===== config.mk =====
export PLATFORM = sky130hd
export DESIGN_NAME = ple_ctrl
export DESIGN_NICKNAME = d
export VERILOG_FILES = /design/src/rtl/ple_pkg.sv /design/src/rtl/ple_ctrl.sv
export SDC_FILE = /design/constraint.sdc
export NUM_CORES = 1
export LEC_CHECK = 0
export BUFFER_PORTS_ARGS = -buffer_cell sky130_fd_sc_hd__buf_2
export CORE_AREA = 2 2 39 41
export DETAILED_ROUTE_END_ITERATION = 10
export DIE_AREA = 0 0 41 43
export GPL_ROUTABILITY_DRIVEN = 0
export HOLD_SLACK_MARGIN = 0.06
export SLEW_MARGIN = 10
export SYNTH_ARGS = -nofsm -noshare
export SYNTH_HDL_FRONTEND = slang
export SYNTH_SLANG_ARGS = --single-unit

===== constraint.sdc =====
create_clock -name i_clk -period 1.2 [get_ports i_clk]
set_clock_uncertainty 0.2 [all_clocks]
set_input_delay 0 -clock i_clk [delete_from_list [all_inputs] [get_ports i_clk]]
set_output_delay 0 -clock i_clk [all_outputs]
set_load 0.03 [all_outputs]

===== src/rtl/ple_pkg.sv =====
// Shared types, codes and controller interface for the positional list engine.
package ple_pkg;

    localparam int unsigned POS_W    = 16;
    localparam int unsigned ELEM_W   = 32;
    localparam int unsigned LENGTH_W = 9;

    typedef enum logic [1:0] {
        CMD_CLEAR  = 2'd0,
        CMD_INSERT = 2'd1,
        CMD_DELETE = 2'd2,
        CMD_READ   = 2'd3
    } t_cmd;

    typedef enum logic [1:0] {
        ST_OK      = 2'd0,
        ST_BAD_POS = 2'd1,
        ST_FULL    = 2'd2
    } t_status;

    typedef struct packed {
        logic [1:0]               cmd;
        logic [POS_W-1:0]         position;
        logic signed [ELEM_W-1:0] new_value;
    } t_in;

    typedef struct packed {
        logic [1:0]               status;
        logic signed [ELEM_W-1:0] element;
        logic [LENGTH_W-1:0]      length;
    } t_out;

    typedef enum logic [2:0] {
        S_IDLE,
        S_DECODE,
        S_FETCH,
        S_CAPTURE,
        S_SHIFT,
        S_PUT,
        S_DONE
    } t_state;

    typedef struct packed {
        logic load;
        logic clear;
        logic fetch;
        logic capture;
        logic setup;
        logic shift;
        logic put;
        logic drop;
        logic finish;
    } t_dp_cmd;

    typedef struct packed {
        t_cmd cmd;
        logic ok;
        logic shift_done;
        logic out_free;
    } t_dp_status;

endpackage


===== src/rtl/ple_ctrl.sv =====
// Controller state machine sequencing one list command at a time.
module ple_ctrl (
    input  logic                i_clk,
    input  logic                i_rst_n,
    input  logic                i_in_valid,
    input  ple_pkg::t_dp_status i_status,
    output logic                o_in_ready,
    output ple_pkg::t_dp_cmd    o_cmd
);

    ple_pkg::t_state r_state;
    ple_pkg::t_state n_state;

    always_ff @(posedge i_clk) begin
        if (!i_rst_n) begin
            r_state <= ple_pkg::S_IDLE;
        end else begin
            r_state <= n_state;
        end
    end

    always_comb begin
        n_state = r_state;
        case (r_state)
            ple_pkg::S_IDLE: begin
                if (i_in_valid) begin
                    n_state = ple_pkg::S_DECODE;
                end
            end
            ple_pkg::S_DECODE: begin
                if (i_status.cmd == ple_pkg::CMD_CLEAR || !i_status.ok) begin
                    n_state = ple_pkg::S_DONE;
                end else if (i_status.cmd == ple_pkg::CMD_INSERT) begin
                    n_state = ple_pkg::S_SHIFT;
                end else begin
                    n_state = ple_pkg::S_FETCH;
                end
            end
            ple_pkg::S_FETCH: begin
                n_state = ple_pkg::S_CAPTURE;
            end
            ple_pkg::S_CAPTURE: begin
                if (i_status.cmd == ple_pkg::CMD_DELETE) begin
                    n_state = ple_pkg::S_SHIFT;
                end else begin
                    n_state = ple_pkg::S_DONE;
                end
            end
            ple_pkg::S_SHIFT: begin
                if (i_status.shift_done) begin
                    if (i_status.cmd == ple_pkg::CMD_INSERT) begin
                        n_state = ple_pkg::S_PUT;
                    end else begin
                        n_state = ple_pkg::S_DONE;
                    end
                end
            end
            ple_pkg::S_PUT: begin
                n_state = ple_pkg::S_DONE;
            end
            ple_pkg::S_DONE: begin
                if (i_status.out_free) begin
                    n_state = ple_pkg::S_IDLE;
                end
            end
            default: begin
                n_state = ple_pkg::S_IDLE;
            end
        endcase
    end

    always_comb begin
        o_in_ready    = (r_state == ple_pkg::S_IDLE);
        o_cmd         = '0;
        o_cmd.load    = (r_state == ple_pkg::S_IDLE) && i_in_valid;
        o_cmd.clear   = (r_state == ple_pkg::S_DECODE) &&
                        (i_status.cmd == ple_pkg::CMD_CLEAR);
        o_cmd.setup   = ((r_state == ple_pkg::S_DECODE) &&
                         (i_status.cmd == ple_pkg::CMD_INSERT) && i_status.ok) ||
                        ((r_state == ple_pkg::S_CAPTURE) &&
                         (i_status.cmd == ple_pkg::CMD_DELETE));
        o_cmd.fetch   = (r_state == ple_pkg::S_FETCH);
        o_cmd.capture = (r_state == ple_pkg::S_CAPTURE);
        o_cmd.shift   = (r_state == ple_pkg::S_SHIFT);
        o_cmd.drop    = (r_state == ple_pkg::S_SHIFT) && i_status.shift_done &&
                        (i_status.cmd == ple_pkg::CMD_DELETE);
        o_cmd.put     = (r_state == ple_pkg::S_PUT);
        o_cmd.finish  = (r_state == ple_pkg::S_DONE) && i_status.out_free;
    end

endmodule


==> impl_metrics.py, run 1 <==
metrics = {
    "final_layout": {
        "largestRegisters": "r_state (3)",
        "fin_area_um2": 687,
        "area_growth_pct": 132,
        "drive_above_1_share_pct": 64.0,
        "largest_register_ffs": 3,
        "top_register": "r_state",
        "n_antenna_cell": 0,
        "final_cell_mix": "11 x buf_6, 10 x buf_4, 7 x buf_2, 5 x nand2_1, 5 x dlygate4sd3_1",
        "stdcell_count": 91,
        "fin_nets": 84,
        "layout_commonest_cell": "buf_6",
        "final_util_pct": 49.6,
    },
    "run": {
        "drv_cap": 0,
    },
    "detailed_routing": {
        "wl_met3_um": 74,
        "vias": 458,
        "drc": 0,
        "wl_met1_um": 444,
        "first_iter_violations": 7,
        "ant_nets": 0,
        "vias_per_cell": 5.03,
        "wl_met2_um": 636,
        "routed_wirelength_um": 1160,
        "top_layer": "met3",
        "drt_first_pass_iters": 4,
        "wl_per_cell_um": 12.7,
    },
    "placement": {
        "place_inst": 78,
        "place_ws_ns": -0.0401,
        "place_area_um2": 485,
        "port-buffer-count": 17,
        "hpwl_um": 686,
    },
    "worst_hold_path": {
        "hold_path_class": "in2reg",
        "min_from": "i_status[4]",
    },
    "global_route": {
        "grt_util_all_layers_pct": 12.8,
        "grt_pass1_vias": 398,
        "grt_overflow": 0,
        "antenna_found_initial": 0,
        "grt_first_pass_wirelength_um": 1580,
        "grt_max_degree": 9,
    },
    "sta": {
        "finalMaxSlewViolations": 0,
        "period_share_pct": 115,
        "period_needed_ns": 1.39,
        "finalHoldViolations": 1,
        "tightestPinTransition_ns": 0.287,
        "max_slew_margin_pct": 80.5,
        "whs_ns": -0.0184,
        "finalWorstSetupSlack_ns": -0.185,
        "rsz0062_at_grt": "true",
        "setup_viol": 11,
        "fmax_mhz": 722,
    },
    "setup_path": {
        "cp-startpoint": "r_state[2]$_SDFFE_PN0P_",
        "critPathArrivalTime_ns": 1.19,
        "worst-setup-path-type": "reg2out",
        "critPathLaunchType": "register",
        "cp_max_fo": 7,
        "r2r_slack_ns": -0.03,
        "end_kind": "primary output",
        "required_ns": 1.00,
        "r2r_start": "r_state[1]$_SDFFE_PN0P_",
    },
    "clock_network": {
        "cts_hold_buf": 5,
        "clkSinkCount": 3,
        "cts_buffers": 3,
        "clock_latency_ns": 0.23,
        "ctsHtreeMaxLevel": 1,
        "clk_pin_slew_ns": 0.03,
        "cts_buffer_depth": 2,
        "cts_tree": "yes",
        "cts_root_buf": "clkbuf_4",
    },
    "synthesis": {
        "synth_area_leaders": "dfxtp_1 20%, a21oi_1 6.8%, and3_1 6.3%, nand2_1 6.3%, o32ai_2 5.5%",
        "ys_seq_area_share_pct": 20.3,
        "avgSynthCellArea_um2": 7.41,
        "synth-edff-count": 0,
        "yosys_warnings": 0,
        "synth_top_area_share_pct": 20.3,
        "syn_inst": 40,
        "synth_ff_type": "dfxtp_1",
        "synthArstFlopShare_pct": 0,
        "synth_seq_cells": 3,
        "synth_top_cell_by_area": "dfxtp_1",
        "syn_area_um2": 297,
        "ys_types": 24,
        "synth_nets": 48,
    },
    "floorplan": {
        "start_util_pct": 21.4,
        "num_rows": 14,
        "coreArea_mm2": 0.00138,
        "dieArea_mm2": 0.00176,
        "pin_count": 18,
        "die_x_um": 41,
        "die_h_um": 43,
    },
    "outcome": {
        "violations": "hold timing, setup timing",
        "status": "finished, violations left",
    },
    "pwr": {
        "power_density_mw_per_mm2": 1130,
        "vdd_ir_drop_max_mv": 0.606,
        "p_leak_nw": 0.306,
    },
}
==> critical path: stages, from the launching register on <==
cell and delay, ns:
dfxtp_4 0.36, buf_6 0.13, nor3_4 0.18, and2_4 0.16, buf_6 0.12
==> power by group <==
part / internal, mW / total, mW / switching [mW]
clock: 0.125 / 0.178 / 0.0536
sequential: 0.120 / 0.150 / 0.0303
combinational: 0.240 / 0.450 / 0.210
total: 0.484 / 0.778 / 0.294
==> repair_timing <==
action                                  CTS  global route
resized for setup                        19            13
pin swaps                                 1             4
endpoints found under the hold margin     3             2
setup buffers                             1             3
cloned                                    0             0
endpoints found under the setup margin   11            11
==> layout make-up <==
cell class	count	area (µm²)
Fill cell	127	697
Timing Repair Buffer	34	304
Multi-Input combinational cell	32	255
Sequential cell	3	71.3
Clock buffer	4	26.3
Tap cell	16	20.0
Inverter	2	10.0
==> cell usage after synthesis, types with 2 or more instances <==
cell and instances:
nand2_1 5, nand2b_1 2, dfxtp_1 3, nor3_1 2
nand3b_1 2, nor2_1 3, and3_1 3, a21oi_1 4
==> layer usage <==
| layer | up-vias | GRT usage [%] |
|---|---|---|
| met5 | - | 0 |
| met4 | 0 | 2.00 |
| met3 | 0 | 4.71 |
| met2 | 24 | 21.9 |
| met1 | 217 | 14.7 |
| li1 | 217 | - |
==> logic make-up (layout without fill, tap and decap cells) <==
logic type	count (synthesis)	in the layout	synth area share (%)
simple gates	23	23	46.0
compound gates	9	9	23.2
buf+inv	5	40	10.5
flops	3	3	20.3
==> path summary, 6_finish.rpt <==
path	endpoint	depth (start not counted)
worst min register to register	r_state[0]$_SDFFE_PN0P_	2
worst max-delay path	o_cmd[8]	4
worst min-delay path	r_state[0]$_SDFFE_PN0P_	4
worst max register to register	r_state[0]$_SDFFE_PN0P_	3
==> metrics by stage <==
stage                     TNS [ns]  power, mW
after floorplan             -0.211      0.354
after global placement     -0.0188      0.467
after detailed placement   -0.0747      0.469
after CTS                    -1.15      0.704
after global routing         -1.78      0.823
final                        -1.31      0.778
(Power assumes the default switching activity.)
==> inputs of run 2 (changes only) <==
==> constraint.sdc (replaced) <==
create_clock -name i_clk -period 1.5 [get_ports i_clk]
set_clock_uncertainty 0.2 [all_clocks]
set_input_delay 0 -clock i_clk [delete_from_list [all_inputs] [get_ports i_clk]]
set_output_delay 0 -clock i_clk [all_outputs]
set_load 0.03 [all_outputs]
==> impl_metrics.py, run 2 (synthesis results as in run 1) <==
metrics = {
    "outcome": {
        "status": "finished, final reports clean",
    },
    "placement": {
        "place_ws_ns": 0.199,
        "port-buffer-count": 17,
    },
    "global_route": {
        "grt_max_degree": 13,
        "grt_pass1_vias": 325,
        "antenna_found_initial": 0,
        "grt_util_all_layers_pct": 11.1,
        "grt_first_pass_wirelength_um": 1280,
        "grt_overflow": 0,
    },
    "pwr": {
        "total_power_uw": 479,
        "switchingPower_uw": 196,
        "power_density_mw_per_mm2": 905,
        "clock_power_share_pct": 30.5,
        "p_leak_nw": 0.257,
        "vdd_ir_drop_max_mv": 0.406,
        "swShare_pct": 40.9,
        "power_frac_comb_pct": 43.4,
        "intPower_uw": 283,
        "seqPwrFrac_pct": 26.0,
    },
    "final_layout": {
        "fillers": 157,
        "regArea_um2": 66.3,
        "drive_above_1_share_pct": 47.8,
        "top_register": "r_state",
        "area_growth_pct": 78.5,
        "n_antenna_cell": 0,
        "largest_register_ffs": 3,
        "largestRegisters": "r_state (3)",
        "multi_input_area_um2": 225,
        "layout_commonest_cell": "buf_2",
        "fin_nets": 76,
        "final_cell_mix": "14 x buf_2, 6 x dlygate4sd3_1, 5 x nand2_1, 4 x a21oi_1, 4 x buf_4",
    },
    "clock_network": {
        "ctsHtreeMaxLevel": 1,
        "clkSinkCount": 3,
        "cts_root_buf": "clkbuf_4",
        "clk_pin_slew_ns": 0.03,
        "cts_buffers": 3,
        "cts_buffer_depth": 2,
        "cts_tree": "yes",
        "clock_latency_ns": 0.24,
    },
    "setup_path": {
        "worst-setup-path-type": "in2out",
        "critPathArrivalTime_ns": 1.25,
        "cp_max_fo": 5,
        "critPathLaunchType": "input pin",
        "required_ns": 1.30,
        "slowest_stage": "dlygate4sd3_1",
        "end_kind": "primary output",
        "crit_path_max_incr_delay_ns": 0.56,
        "crit_chain": "dlygate4sd3_1, buf_6, buf_4, nor4_2, buf_2",
    },
    "detailed_routing": {
        "vias_per_cell": 4.63,
        "vias": 384,
        "drc": 0,
        "wl_per_cell_um": 11.0,
        "ant_nets": 0,
        "routed_wirelength_um": 916,
        "first_iter_violations": 5,
        "drt_first_pass_iters": 2,
    },
    "sta": {
        "whs_ns": 0.162,
        "finalWorstSetupSlack_ns": 0.0486,
        "max_slew_margin_pct": 79.2,
        "finalHoldViolations": 0,
        "tightestPinTransition_ns": 0.312,
        "period_needed_ns": 1.45,
        "finalMaxSlewViolations": 0,
        "setup_viol": 0,
        "period_share_pct": 96.8,
        "fin_setup_tns_ns": 0,
        "fmax_mhz": 689,
        "rsz0062_at_grt": "false",
    },
    "floorplan": {
        "pin_count": 18,
        "die_h_um": 43,
        "start_util_pct": 21.4,
        "die_x_um": 41,
        "dieArea_mm2": 0.00176,
        "num_rows": 14,
        "coreArea_mm2": 0.00138,
    },
    "run": {
        "drv_cap": 0,
    },
    "worst_hold_path": {
        "hold_path_class": "in2reg",
    },
}
run 2: cell count changes in the layout (fill, tap and decap cells not counted), moves of 2 or more:
cell,delta
buf_6,-10
buf_2,+7
buf_4,-6
and3_1,+2
and3_4,-2
dfxtp_2,+2
dfxtp_4,-2
nor3_1,+2
run 2: worst paths after layout:
| kind | start | to | slack [ns] | cells after the start |
|---|---|---|---|---|
| max | i_status[3] | o_cmd[7] | 0.05 | 5 |
| max reg2reg | r_state[1]$_SDFFE_PN0P_ | r_state[0]$_SDFFE_PN0P_ | 0.39 | 3 |
| min reg2reg | r_state[2]$_SDFFE_PN0P_ | r_state[0]$_SDFFE_PN0P_ | 0.36 | 1 |
| min | i_status[4] | r_state[0]$_SDFFE_PN0P_ | 0.16 | 4 |
run 2: critical path: cells and delay by family:
family / cells / cell delay (ns)
buffers and inverters: 4 / 1.06
and+or+nand+nor: 1 / 0.20
run 2: per-layer routing:
layer / global-route usage [%] / share of wire, % / up-vias
li1: - / - / 199
met1: 14.7 / 49 / 167
met2: 13.8 / 44 / 16
met3: 3.14 / 6.1 / 2
met4: 10.0 / 0.98 / 0
met5: 0 / 0 / -
run 2: power by group through the flow:
stage	clock, mW	combinational [mW]	sequential [mW]
floorplan	0	0.160	0.0977
global placement	0	0.182	0.119
detailed placement	0	0.183	0.120
CTS	0.154	0.198	0.120
global route	0.157	0.224	0.129
finish	0.146	0.208	0.125
run 2: layout make-up:
cell class | instances | area share, %
Sequential cell | 3 | 12.5
Inverter | 2 | 1.42
Tap cell | 16 | 3.78
Timing Repair Buffer | 26 | 34.8
Clock buffer | 4 | 4.96
Multi-Input combinational cell | 32 | 42.6
run 2: what timing repair did:
action                                  in CTS  in global routing
hold buffers                                 7                  0
endpoints found under the setup margin       3                  3
buffers inserted                             0                  2
resized for setup                            2                 10
cloned                                       0                  0
endpoints found under the hold margin        3                  0
run 2: stage by stage:
step,util [%],area [µm²],instances
2_1_floorplan,-,303,40
4_1_cts,35.4,490,82
3_3_place_gp,28.3,392,71
5_1_grt,38.2,529,83
3_5_place_dp,28.3,392,71
6_report,38.2,529,83
